**config.mk**
```make
export PLATFORM = sky130hd
export DESIGN_NAME = operand_stack_with_roll_unit
export DESIGN_NICKNAME = d
export VERILOG_FILES = /design/src/sv/ostk_pkg.sv /design/src/sv/ostk_ram.sv /design/src/sv/ostk_ctrl.sv /design/src/sv/ostk_dp.sv /design/src/sv/operand_stack_with_roll_unit.sv
export SDC_FILE = /design/constraint.sdc
export NUM_CORES = 2
export LEC_CHECK = 0
export CELL_PAD_IN_SITES_DETAIL_PLACEMENT = 0
export CELL_PAD_IN_SITES_GLOBAL_PLACEMENT = 2
export CORE_MARGIN = 2
export CORE_UTILIZATION = 35
export DETAILED_ROUTE_END_ITERATION = 7
export DONT_BUFFER_PORTS = 1
export PLACE_DENSITY_LB_ADDON = 0.1
export SYNTH_ARGS = -nofsm -noshare
export SYNTH_HDL_FRONTEND = slang
export SYNTH_SLANG_ARGS = --single-unit
export TNS_END_PERCENT = 20
```
**constraint.sdc**
```tcl
create_clock -name clock -period 8.21 [get_ports clock]
set_input_delay 1.642 -clock clock [delete_from_list [all_inputs] [get_ports clock]]
set_output_delay 1.642 -clock clock [all_outputs]
set_load 0.01 [all_outputs]
```
**src/sv/ostk_pkg.sv**
```systemverilog
`timescale 1ns / 1ps
// ---------------------------------------------------------------------------
// ostk_pkg
// Types and codes shared by the operand stack controller, datapath and top.
// ---------------------------------------------------------------------------
package ostk_pkg;

   // Command codes carried in the action field
   localparam logic [2:0] ACT_PUSH   = 3'd0;
   localparam logic [2:0] ACT_POP    = 3'd1;
   localparam logic [2:0] ACT_DROP   = 3'd2;
   localparam logic [2:0] ACT_SWAP   = 3'd3;
   localparam logic [2:0] ACT_CLEAR  = 3'd4;
   localparam logic [2:0] ACT_ROLL_L = 3'd5;
   localparam logic [2:0] ACT_ROLL_R = 3'd6;

   // Result status codes
   localparam logic [1:0] RSP_OK    = 2'd0;
   localparam logic [1:0] RSP_UNDER = 2'd1;
   localparam logic [1:0] RSP_OVER  = 2'd2;

   localparam int WORD_W  = 64;
   localparam int COUNT_W = 7;

   // Input transaction payload
   typedef struct packed {
      logic [2:0]        action;
      logic [WORD_W-1:0] push_value;
   } req_type;

   // Result transaction payload
   typedef struct packed {
      logic [WORD_W-1:0]  popped_value;
      logic [1:0]         status;
      logic [COUNT_W-1:0] entry_count;
   } rsp_type;

   // Controller to datapath commands
   typedef struct packed {
      logic       latch;
      logic       push_wr;
      logic       pop_rd;
      logic       clear;
      logic       walk_start;
      logic       walk_step;
      logic       walk_final;
      logic       load_rsp;
      logic       pop_sel;
      logic [1:0] rsp_status;
   } cmd_type;

   // Datapath to controller status
   typedef struct packed {
      logic [2:0] action;
      logic       empty;
      logic       full;
      logic       below_two;
      logic       walk_last;
      logic       rsp_free;
   } stat_type;

endpackage

```
**src/sv/ostk_ram.sv**
```systemverilog
`timescale 1ns / 1ps
// ---------------------------------------------------------------------------
// ostk_ram
// Generic simple dual-port RAM: one write and one registered read per cycle.
// ---------------------------------------------------------------------------
module ostk_ram #(
   parameter int WIDTH = 64,
   parameter int DEPTH = 64
) (
   input  logic                     clock,
   input  logic                     wr_en,
   input  logic [$clog2(DEPTH)-1:0] wr_addr,
   input  logic [WIDTH-1:0]         wr_data,
   input  logic                     rd_en,
   input  logic [$clog2(DEPTH)-1:0] rd_addr,
   output logic [WIDTH-1:0]         rd_data
);

   logic [WIDTH-1:0] mem_ff [DEPTH];
   logic [WIDTH-1:0] rd_data_ff;

   // Write port
   always_ff @(posedge clock) begin
      if (wr_en) begin
         mem_ff[wr_addr] <= wr_data;
      end
   end

   // Registered read port; holds its value between reads
   always_ff @(posedge clock) begin
      if (rd_en) begin
         rd_data_ff <= mem_ff[rd_addr];
      end
   end

   assign rd_data = rd_data_ff;

endmodule

```
**src/sv/ostk_ctrl.sv**
```systemverilog
`timescale 1ns / 1ps
// ---------------------------------------------------------------------------
// ostk_ctrl
// Sequencer of the operand stack: dispatches one command at a time and
// steps the datapath through reads, walks and the result hand-off.
// ---------------------------------------------------------------------------
module ostk_ctrl (
   input  logic              clock,
   input  logic              reset,
   input  logic              req_valid,
   output logic              req_stall,
   input  ostk_pkg::stat_type stat,
   output ostk_pkg::cmd_type  cmd
);
   import ostk_pkg::*;

   typedef enum logic [2:0] {
      S_IDLE,
      S_DISPATCH,
      S_POPWAIT,
      S_WALK,
      S_DRAIN,
      S_FINAL,
      S_DONE
   } state_type;

   state_type  state_ff, state_in;
   logic [1:0] code_ff, code_in;
   logic       sel_ff, sel_in;

   logic       finish;
   logic [1:0] fin_code;
   logic       fin_sel;

   assign req_stall = (state_ff != S_IDLE);

   // Next state and commands
   always_comb begin
      state_in = state_ff;
      code_in  = code_ff;
      sel_in   = sel_ff;
      cmd      = '0;
      finish   = 1'b0;
      fin_code = RSP_OK;
      fin_sel  = 1'b0;

      case (state_ff)
         S_IDLE: begin
            if (req_valid) begin
               cmd.latch = 1'b1;
               state_in  = S_DISPATCH;
            end
         end
         S_DISPATCH: begin
            case (stat.action)
               ACT_PUSH: begin
                  if (stat.full) begin
                     fin_code = RSP_OVER;
                  end else begin
                     cmd.push_wr = 1'b1;
                  end
                  finish = 1'b1;
               end
               ACT_POP, ACT_DROP: begin
                  if (stat.empty) begin
                     fin_code = RSP_UNDER;
                     finish   = 1'b1;
                  end else begin
                     cmd.pop_rd = 1'b1;
                     state_in   = S_POPWAIT;
                  end
               end
               ACT_SWAP: begin
                  if (stat.below_two) begin
                     finish = 1'b1;
                  end else begin
                     cmd.walk_start = 1'b1;
                     state_in       = S_WALK;
                  end
               end
               ACT_CLEAR: begin
                  cmd.clear = 1'b1;
                  finish    = 1'b1;
               end
               ACT_ROLL_L, ACT_ROLL_R: begin
                  if (stat.empty) begin
                     finish = 1'b1;
                  end else begin
                     cmd.walk_start = 1'b1;
                     state_in       = S_WALK;
                  end
               end
               default: begin
                  finish = 1'b1;
               end
            endcase
         end
         S_POPWAIT: begin
            fin_sel = 1'b1;
            finish  = 1'b1;
         end
         S_WALK: begin
            cmd.walk_step = 1'b1;
            if (stat.walk_last) begin
               state_in = S_DRAIN;
            end
         end
         S_DRAIN: begin
            state_in = S_FINAL;
         end
         S_FINAL: begin
            cmd.walk_final = 1'b1;
            finish         = 1'b1;
         end
         S_DONE: begin
            if (stat.rsp_free) begin
               cmd.load_rsp   = 1'b1;
               cmd.rsp_status = code_ff;
               cmd.pop_sel    = sel_ff;
               state_in       = S_IDLE;
            end
         end
         default: begin
            state_in = S_IDLE;
         end
      endcase

      // Hand the result over now, or park it until the output is free
      if (finish) begin
         if (stat.rsp_free) begin
            cmd.load_rsp   = 1'b1;
            cmd.rsp_status = fin_code;
            cmd.pop_sel    = fin_sel;
            state_in       = S_IDLE;
         end else begin
            code_in  = fin_code;
            sel_in   = fin_sel;
            state_in = S_DONE;
         end
      end
   end

   // State and registered outputs
   always_ff @(posedge clock) begin
      if (reset) begin
         state_ff <= S_IDLE;
         code_ff  <= RSP_OK;
         sel_ff   <= 1'b0;
      end else begin
         state_ff <= state_in;
         code_ff  <= code_in;
         sel_ff   <= sel_in;
      end
   end

   // Checks
   a_accept_dispatch: assert property (@(posedge clock) disable iff (reset)
      (req_valid && !req_stall) |=> (state_ff == S_DISPATCH))
      else $error("accepted transaction not dispatched");

   a_done_holds: assert property (@(posedge clock) disable iff (reset)
      (state_ff == S_DONE && !stat.rsp_free) |=> (state_ff == S_DONE))
      else $error("parked result dropped");

   a_walk_ends: assert property (@(posedge clock) disable iff (reset)
      (state_ff == S_DRAIN) |=> (state_ff == S_FINAL))
      else $error("walk did not close with the final write");

endmodule

```
**src/sv/ostk_dp.sv**
```systemverilog
`timescale 1ns / 1ps
// ---------------------------------------------------------------------------
// ostk_dp
// Operand stack datapath: entry store, entry count, walk address counter
// and the result register.
// ---------------------------------------------------------------------------
module ostk_dp #(
   parameter int DEPTH = 64
) (
   input  logic              clock,
   input  logic              reset,
   input  ostk_pkg::req_type  req_data,
   input  ostk_pkg::cmd_type  cmd,
   output ostk_pkg::stat_type stat,
   output logic              rsp_valid,
   input  logic              rsp_stall,
   output ostk_pkg::rsp_type  rsp_data
);
   import ostk_pkg::*;

   localparam int AW = $clog2(DEPTH);
   localparam int CW = $clog2(DEPTH + 1);

   // Latched command
   logic [2:0]        act_ff;
   logic [WORD_W-1:0] val_ff;

   // Entry count
   logic [CW-1:0]     sp_ff, sp_in;
   logic [CW-1:0]     sp_m1, sp_m2;
   logic [AW-1:0]     top_idx, sec_idx;

   // Walk state
   logic [AW-1:0]     addr_ff, end_ff, pend_addr_ff;
   logic              up_ff, first_ff, pend_ff, pend_first_ff;
   logic [WORD_W-1:0] t_ff;

   // Result register
   logic              rsp_valid_ff;
   rsp_type           rsp_ff;

   // RAM ports
   logic              wr_en, rd_en;
   logic [AW-1:0]     wr_addr, rd_addr;
   logic [WORD_W-1:0] wr_data, rd_data;

   assign sp_m1   = sp_ff - CW'(1);
   assign sp_m2   = sp_ff - CW'(2);
   assign top_idx = sp_m1[AW-1:0];
   assign sec_idx = sp_m2[AW-1:0];

   // Status to the controller
   assign stat.action    = act_ff;
   assign stat.empty     = (sp_ff == '0);
   assign stat.full      = (sp_ff == CW'(DEPTH));
   assign stat.below_two = (sp_ff < CW'(2));
   assign stat.walk_last = (addr_ff == end_ff);
   assign stat.rsp_free  = !rsp_valid_ff || !rsp_stall;

   // Next entry count
   always_comb begin
      sp_in = sp_ff;
      if (cmd.clear) begin
         sp_in = '0;
      end else if (cmd.push_wr) begin
         sp_in = sp_ff + CW'(1);
      end else if (cmd.pop_rd) begin
         sp_in = sp_m1;
      end
   end

   // Write port: push, walk shift, then the saved end word
   always_comb begin
      wr_en   = 1'b0;
      wr_addr = sp_ff[AW-1:0];
      wr_data = val_ff;
      if (cmd.push_wr) begin
         wr_en = 1'b1;
      end else if (cmd.walk_final) begin
         wr_en   = 1'b1;
         wr_addr = end_ff;
         wr_data = t_ff;
      end else if (pend_ff && !pend_first_ff) begin
         wr_en   = 1'b1;
         wr_addr = up_ff ? (pend_addr_ff - AW'(1)) : (pend_addr_ff + AW'(1));
         wr_data = rd_data;
      end
   end

   // Read port: pop or walk
   assign rd_en   = cmd.pop_rd || cmd.walk_step;
   assign rd_addr = cmd.pop_rd ? top_idx : addr_ff;

   ostk_ram #(
      .WIDTH (WORD_W),
      .DEPTH (DEPTH)
   ) u_store (
      .clock   (clock),
      .wr_en   (wr_en),
      .wr_addr (wr_addr),
      .wr_data (wr_data),
      .rd_en   (rd_en),
      .rd_addr (rd_addr),
      .rd_data (rd_data)
   );

   // Control registers
   always_ff @(posedge clock) begin
      if (reset) begin
         sp_ff        <= '0;
         pend_ff      <= 1'b0;
         rsp_valid_ff <= 1'b0;
      end else begin
         sp_ff   <= sp_in;
         pend_ff <= cmd.walk_step;
         if (cmd.load_rsp) begin
            rsp_valid_ff <= 1'b1;
         end else if (!rsp_stall) begin
            rsp_valid_ff <= 1'b0;
         end
      end
   end

   // Payload and walk registers
   always_ff @(posedge clock) begin
      if (cmd.latch) begin
         act_ff <= req_data.action;
         val_ff <= req_data.push_value;
      end
      // Walk set-up: roll left climbs, roll right and swap descend
      if (cmd.walk_start) begin
         first_ff <= 1'b1;
         case (act_ff)
            ACT_ROLL_L: begin
               addr_ff <= '0;
               end_ff  <= top_idx;
               up_ff   <= 1'b1;
            end
            ACT_ROLL_R: begin
               addr_ff <= top_idx;
               end_ff  <= '0;
               up_ff   <= 1'b0;
            end
            default: begin
               addr_ff <= top_idx;
               end_ff  <= sec_idx;
               up_ff   <= 1'b0;
            end
         endcase
      end else if (cmd.walk_step) begin
         addr_ff       <= up_ff ? (addr_ff + AW'(1)) : (addr_ff - AW'(1));
         first_ff      <= 1'b0;
         pend_addr_ff  <= addr_ff;
         pend_first_ff <= first_ff;
      end
      // First word read in a walk is kept for the far end
      if (pend_ff && pend_first_ff) begin
         t_ff <= rd_data;
      end
      if (cmd.load_rsp) begin
         rsp_ff.popped_value <= cmd.pop_sel ? rd_data : '0;
         rsp_ff.status       <= cmd.rsp_status;
         rsp_ff.entry_count  <= COUNT_W'(sp_in);
      end
   end

   assign rsp_valid = rsp_valid_ff;
   assign rsp_data  = rsp_ff;

   // Checks
   a_sp_bound: assert property (@(posedge clock) disable iff (reset)
      sp_ff <= CW'(DEPTH))
      else $error("entry count beyond depth");

   a_load_free: assert property (@(posedge clock) disable iff (reset)
      cmd.load_rsp |-> (!rsp_valid_ff || !rsp_stall))
      else $error("result loaded over a waiting transaction");

   a_walk_ports: assert property (@(posedge clock) disable iff (reset)
      (cmd.walk_step && wr_en) |-> (wr_addr != rd_addr))
      else $error("walk writes the entry it reads");

endmodule

```
**src/sv/operand_stack_with_roll_unit.sv**
```systemverilog
`timescale 1ns / 1ps
// ---------------------------------------------------------------------------
// operand_stack_with_roll_unit
// Bounded stack of 64-bit operands with push, pop, drop, swap, clear, roll.
// ---------------------------------------------------------------------------
// Usage:
//   req_* carries one command per transaction (action, push_value); every
//   command returns exactly one transaction on rsp_* (popped_value, status,
//   entry_count). Both channels move a transaction when valid is high and
//   stall is low.
//   Accept to result register load, when that register is free: push,
//   clear, swaps on fewer than two entries, rolls on an empty stack and
//   failed pops end in dispatch; pop and drop add a pop-wait state; swap
//   and roll walk the entries, reading and rewriting one entry per cycle
//   through the single write port of the entry store, then drain and write
//   the saved end word. The next command is taken in the cycle after the load.
//   One command is in flight at a time; req_stall is high while it works.
//   The result register is separate, so a new command is taken while a
//   result still waits; a stalled receiver holds the next result back in
//   the sequencer until the register frees.
//   Reset (synchronous) empties the stack and drops any pending result;
//   the entry store itself is not cleared and needs no clearing pass.
// ---------------------------------------------------------------------------
module operand_stack_with_roll_unit #(
   parameter int DEPTH = 64
) (
   input  logic             clock,
   input  logic             reset,
   input  logic             req_valid,
   output logic             req_stall,
   input  ostk_pkg::req_type req_data,
   output logic             rsp_valid,
   input  logic             rsp_stall,
   output ostk_pkg::rsp_type rsp_data
);
   import ostk_pkg::*;

   cmd_type  cmd;
   stat_type stat;

   ostk_ctrl u_ctrl (
      .clock     (clock),
      .reset     (reset),
      .req_valid (req_valid),
      .req_stall (req_stall),
      .stat      (stat),
      .cmd       (cmd)
   );

   ostk_dp #(
      .DEPTH (DEPTH)
   ) u_dp (
      .clock     (clock),
      .reset     (reset),
      .req_data  (req_data),
      .cmd       (cmd),
      .stat      (stat),
      .rsp_valid (rsp_valid),
      .rsp_stall (rsp_stall),
      .rsp_data  (rsp_data)
   );

endmodule

```
## After elaboration in Yosys (flattened, before gate mapping)

Memories as Yosys holds them, arrays and structs flattened. A register that Yosys moved wholly into a read port is not among the register bits.
Index checks and enable logic that the tools add are counted.

- Bits in registers: 240
- RAM bits: 4,096
- Input bits: 71
- Word-level logic and storage cells: 130
- Memories kept: 1

Memory list:

| name | words | bits a word | rd ports | clocked after memory_dff | write ports | RTL line | text |
|---|---|---|---|---|---|---|---|
| u_dp.u_store.mem_ff | 64 | 64 | 1 | 1 | 1 | ostk_ram.sv:19 | `logic [WIDTH-1:0] mem_ff [DEPTH];` |

- Add/subtract/negate cells: 7
- $lt $le $gt $ge: 1
- Eq/ne operators: 23
- Mux-type cells: 59
- Bitwise logic cells: 2
- Reductions and logical operators: 19

Operator list:

| operator | count |
|---|---|
| $mux W64 | 3 |
| $mux W6 | 9 |
| $mux W3 | 8 |
| $mux W1 | 22 |
| $mux W7 | 3 |
| $mux W4 | 5 |
| $eq A3 B3 Y1 const B | 6 |
| $pmux W3 S6 | 1 |
| $add A6 B1 Y6 const B | 2 |
| $eq A3 B2 Y1 const B | 4 |
| $ne A4 B3 Y1 const B | 3 |
| $pmux W6 S2 | 1 |
| $sub A6 B1 Y6 const B | 2 |
| $ne A3 B2 Y1 const B | 3 |
| $pmux W3 S3 | 1 |
| $reduce_and A8 Y1 | 1 |
| $add A7 B1 Y7 const B | 1 |
| $eq A7 B7 Y1 const B | 1 |
| $logic_not A7 Y1 | 1 |
| $lt A7 B2 Y1 const B | 1 |
| $sub A7 B1 Y7 const B | 1 |
| $eq A3 B1 Y1 const B | 2 |
| $eq A6 B6 Y1 | 1 |
| $logic_not A3 Y1 | 2 |
| 15 further kinds | 27 |

## Logic depth before layout (Yosys ltp)

- Word-level depth: 7
- Depth in mapped cells: 15
- Gate-level depth less buffers: 10

## Cells and area by module

A second synthesis with hierarchy kept.

- Cell total of the unflattened synthesis: 7,409
- Area total of the unflattened synthesis: 167,690.8 um^2

By module, submodules not included:

| module | times used | cells each | area each (um^2) | seq. area each (um^2) |
|---|---|---|---|---|
| ostk_ram | 1 | 6,598 | 156,989.3 | 124,919.8 |
| ostk_dp | 1 | 734 | 10,127.2 | 6,926.6 |
| ostk_ctrl | 1 | 77 | 574.3 | 120.1 |

## Worst setup path before layout

Ideal clock, no wire load.

- Path type: in2reg
- Start: input rsp_stall
- End: register u_dp.rsp_ff (netlist bit u_dp.rsp_data[0]), enable pin
- Library setup time: 0.505 ns
- Arrival time: 4.996 ns
- Slack: 2.709 ns
- Stages: 3
- Cell sequence: and2_1 -> clkbuf_1 -> nor2_1

RTL lines:

| element | RTL line | text |
|---|---|---|
| from (decl) | operand_stack_with_roll_unit.sv:33 | `input logic rsp_stall,` |
| to (decl) | ostk_dp.sv:40 | `rsp_type rsp_ff;` |

## Worst setup path in the final report

- Start: register u_dp.sp_ff[0]
- End: memory u_dp.u_store.mem_ff[6][19], enable pin

- Word-level cells in the longest chain between the ends: 7
- Elaborated cells on any way between the ends: 10
- Those cells by class: 1 x eq/ne; 9 x mux

RTL lines:

| element | RTL line | text |
|---|---|---|
| from (decl) | ostk_dp.sv:29 | `logic [CW-1:0] sp_ff, sp_in;` |
| from (signal assigned) | ostk_dp.sv:114 | `sp_ff <= sp_in;` |
| $eq A7 B7 Y1 | ostk_dp.sv:55 | `assign stat.full = (sp_ff == CW'(DEPTH));` |
| $mux W1 | ostk_ctrl.sv:57 | `if (stat.full) begin` |
| $mux W1 | ostk_ctrl.sv:55 | `case (stat.action)` |
| $mux W4 | ostk_ctrl.sv:47 | `case (state_ff)` |
| $mux W1 | ostk_dp.sv:77 | `if (cmd.push_wr) begin` |
| $mux W1 | ostk_ram.sv:24 | `if (wr_en) begin` |
| $mux W1 (implied by the code) | ostk_ram.sv:25 | `mem_ff[wr_addr] <= wr_data;` |
| to (decl) | ostk_ram.sv:19 |  |

Parallel ways exist; a longest one is shown, timed or not.

==> metrics.md <==
| Metric | Value |
|---|---|
| Number of synthesized flops with an enable pin | `4384` |
| PwrDens | `295 mW/mm^2` |
| Slew at the pin with the worst max-slew slack | `1.21 ns` |
| Starting density of the core | `35.1%` |
| Data required time at the worst endpoint | `8.86 ns` |
| Net total in the final layout | `10955` |
| Clock latency at the later pin of the worst-skew pair | `1.06 ns` |
| CP cell instances | `inv_1, ha_1, nor4b_4, nand3b_1, nand2b_4, o21ai_0, a22oi_1, and2_1, nand2_1, nor2_4, buf_4` |
| CTS-repair resized insts | `0` |
| Result of the run | `completed` |
| Cell area after synthesis | `0.169 sq mm` |
| Largest incremental delay on the critical path | `1.00 ns` |
| Via count of the first global-routing pass | `97014` |
| F_max | `0.164 GHz` |
| Number of distinct library cells after synthesis | `62` |
| Vias per cell | `5.73` |
| Synthesized instance count | `10686` |
| X dimension of the die | `699 um` |
| Critical path buffers and inverters | `2` |
| First-pass GRT wire length | `867000 um` |
| Core Rows | `255` |
| Relative slew margins | `17.6%` |
| Maximum vdd drop | `0.000217 V` |
| Area of the die | `0.489 sq mm` |
| Share of layout cells above drive strength 1 | `10.4%` |
| Post-Route Setup TNS | `0 ns` |
| Remaining global-route overflow | `0` |
| Number of nets produced by synthesis | `10772` |
| Flip-flop cell with the highest count after synthesis | `sky130_fd_sc_hd__edfxtp_1` |
| Post-Layout Inst Area | `0.195 sq mm` |
| Sequential cell area fraction in the yosys report | `78.0%` |
| Global placer's final weighted congestion | `0.780` |
| Count of placed standard cells including taps | `16809` |
| Number of maximum-capacitance violations | `0` |
| Final critical path time including I/O delays and setup | `6.10 ns` |
| Remaining number of nets flagged by the antenna check after routing | `0` |
| Top post-synthesis cells by count | `sky130_fd_sc_hd__edfxtp_1 (4384), sky130_fd_sc_hd__nand2_1 (1835), sky130_fd_sc_hd__mux2i_1 (1157)` |
| Async set-reset flop share out of synthesis | `0%` |
| Syn. warnings | `0` |
| Clock tree from TritonCTS | `built` |
| Maximum level of the CTS H-tree | `5` |
| Clk buf depth | `4` |
| PnR worst setup slack | `2.11 ns` |
| Number of storage elements in the synthesis netlist | `4400` |
| Worst setup path class | `flip-flop to flip-flop` |
| Placement Cell Area | `0.180 sq mm` |
| HPWL Detailed | `327000 um` |
| Placeable core region | `0.482 sq mm` |
| Cell family with most CP delay | `simple AND/OR/NAND/NOR gates` |
| # fillers | `44065` |
| End-of-flow core utilization | `40.4%` |
| Crit path max fanout | `23` |
| Post-CTS setup buffer count | `0` |
| Cts-stage hold buffer count | `0` |
| Most area-hungry cell type in the Yosys netlist | `sky130_fd_sc_hd__edfxtp_1` |
| Count of boundary I/O pins | `146` |
| Total GRT Usage | `25.8%` |
| Setup repair after global routing missed its margin | `false` |
| Worst setup timing slack at the placement stage | `2.25 ns` |
| Worst clock skew on the final layout | `0.0680 ns` |
| Die Y-Extent | `699 um` |
| Area contributors post-synth | `sky130_fd_sc_hd__edfxtp_1 (78%), sky130_fd_sc_hd__mux2i_1 (6.8%), sky130_fd_sc_hd__nand2_1 (4.1%)` |
| Number of clock buffers inserted by TritonCTS | `483` |
| Total routed wirelength | `649000 um` |
| Category of the worst setup path launch point | `flip-flop` |
| Number of hold violations in the final report | `0` |
| Drt first pass iters | `8` |
| Mean instance size in the synthesized netlist | `15.8 sq um` |
| Leakage power | `64.2 nW` |
| Pin count of the biggest net entering global routing | `131` |
| Root Buffer | `sky130_fd_sc_hd__clkbuf_16` |
| Arrival time worst endpoint | `6.75 ns` |
| Fraction of post-synthesis cell area in the top cell type by area | `77.8%` |
| Kind of path behind the tightest hold check | `flip-flop to flip-flop` |
| Setup Viol. Count Final | `0` |
| Clk sinks | `4400` |
| Clock input transition at the sequential cells of the worst setup and hold paths | `0.07 ns` |
| Pins over their slew limit | `0` |
| Synthesis-to-finish area growth | `15.1%` |
| Cell with the biggest individual delay on the critical path | `sky130_fd_sc_hd__nor2_4` |
| Final standard cell count with taps included and fillers excluded | `17693` |
| Vias post-DR | `101363` |
| Number of design rule violations left after detail routing | `0` |
| Post-route clock period utilization | `74.3%` |
| Detailed router's first-iteration violation count | `12898` |
| Antenna violations before repair | `74` |
| I/O Buffers | `0` |
| Per-cell routed wire length | `36.7 um` |
| Most instantiated library cell after synthesis | `sky130_fd_sc_hd__edfxtp_1` |
| Type of element capturing the critical path | `flip-flop` |
## report_power, final
part           switching (mW)  total, mW  internal, mW
Sequential              0.472       28.0          27.5
Combinational            6.66       8.50          1.84
Clock                    9.16       21.0          11.9
## kinds of logic (layout without fill, tap and decap cells)
logic type	count (synthesis)	count (layout)	synth area share (%)
AO/OA/AOI/OAI	1440	1440	5.33
XOR/XNOR	25	25	0.129
adder cells (fa/ha/maj)	15	15	0.120
buffers and inverters	666	1241	1.79
flip-flops	4400	4400	78.0
multiplexers	1159	1159	6.86
other	0	7	0
AND/OR/NAND/NOR	2981	2981	7.77
## cells in the final DEF (no fill, tap or decap), types with 194 or more instances in the layout
cell and n:
sky130_fd_sc_hd__a31oi_1 323, sky130_fd_sc_hd__buf_4 246, sky130_fd_sc_hd__clkbuf_16 485, sky130_fd_sc_hd__edfxtp_1 4384, sky130_fd_sc_hd__mux2i_1 1154, sky130_fd_sc_hd__nand2_1 1832, sky130_fd_sc_hd__nand3_1 522, sky130_fd_sc_hd__nand4_1 194
sky130_fd_sc_hd__o21ai_0 221, sky130_fd_sc_hd__o22ai_1 581
## through the flow
step,total power [mW],hold slack (ns)
detailed placement,37.0,0.426
global placement,36.9,0.417
CTS,58.0,0.448
floorplan,32.9,0.408
global route,59.4,0.467
finish,57.5,0.445
## area by class of cell
| type | instances | area (sq um) | share of cell area [%] |
|---|---|---|---|
| inverter | 12 | 45.0 | 0.0231 |
| clock inverter | 271 | 2420 | 1.24 |
| clock buffer | 606 | 12600 | 6.47 |
| multi-input combinational | 5620 | 35700 | 18.3 |
| timing repair buffer | 352 | 3970 | 2.04 |
| antenna | 7 | 17.5 | 0.00900 |
| tap | 6425 | 8040 | 4.13 |
| sequential | 4400 | 132000 | 67.8 |
## flip-flops by register name, summed over array words and instances (netlist names), 6 cells and up
signal,flops
u_dp.rsp_data,73
u_dp.pend_addr_ff,6
u_dp.u_store.rd_data,64
u_dp.u_store.mem_ff,4096
u_dp.val_ff,64
u_dp.addr_ff,6
u_dp.sp_ff,7
u_dp.end_ff,6
u_dp.t_ff,64
## per-layer routing
layer,up-vias,GRT usage [%],share of wire [%]
met5,-,0,0.0071
met2,4333,40.6,46
met4,6,4.88,2.0
met3,660,3.72,7.2
li1,41835,-,-
met1,54529,38.3,45
## worst paths after layout
check / start / to / slack [ns] / depth (start not counted)
worst min-delay path: u_dp.first_ff$_SDFFE_PP1P_ / u_dp.pend_first_ff$_DFFE_PP_ / 0.45 / 0
worst max-delay path: u_dp.sp_ff[0]$_SDFF_PP0_ / u_dp.u_store.mem_ff[6][19]$_DFFE_PP_ / 2.11 / 11
worst min register to register: u_dp.first_ff$_SDFFE_PP1P_ / u_dp.pend_first_ff$_DFFE_PP_ / 0.45 / 0
worst max register to register: u_dp.sp_ff[0]$_SDFF_PP0_ / u_dp.u_store.mem_ff[6][19]$_DFFE_PP_ / 2.11 / 11
(Power assumes the default switching activity.)
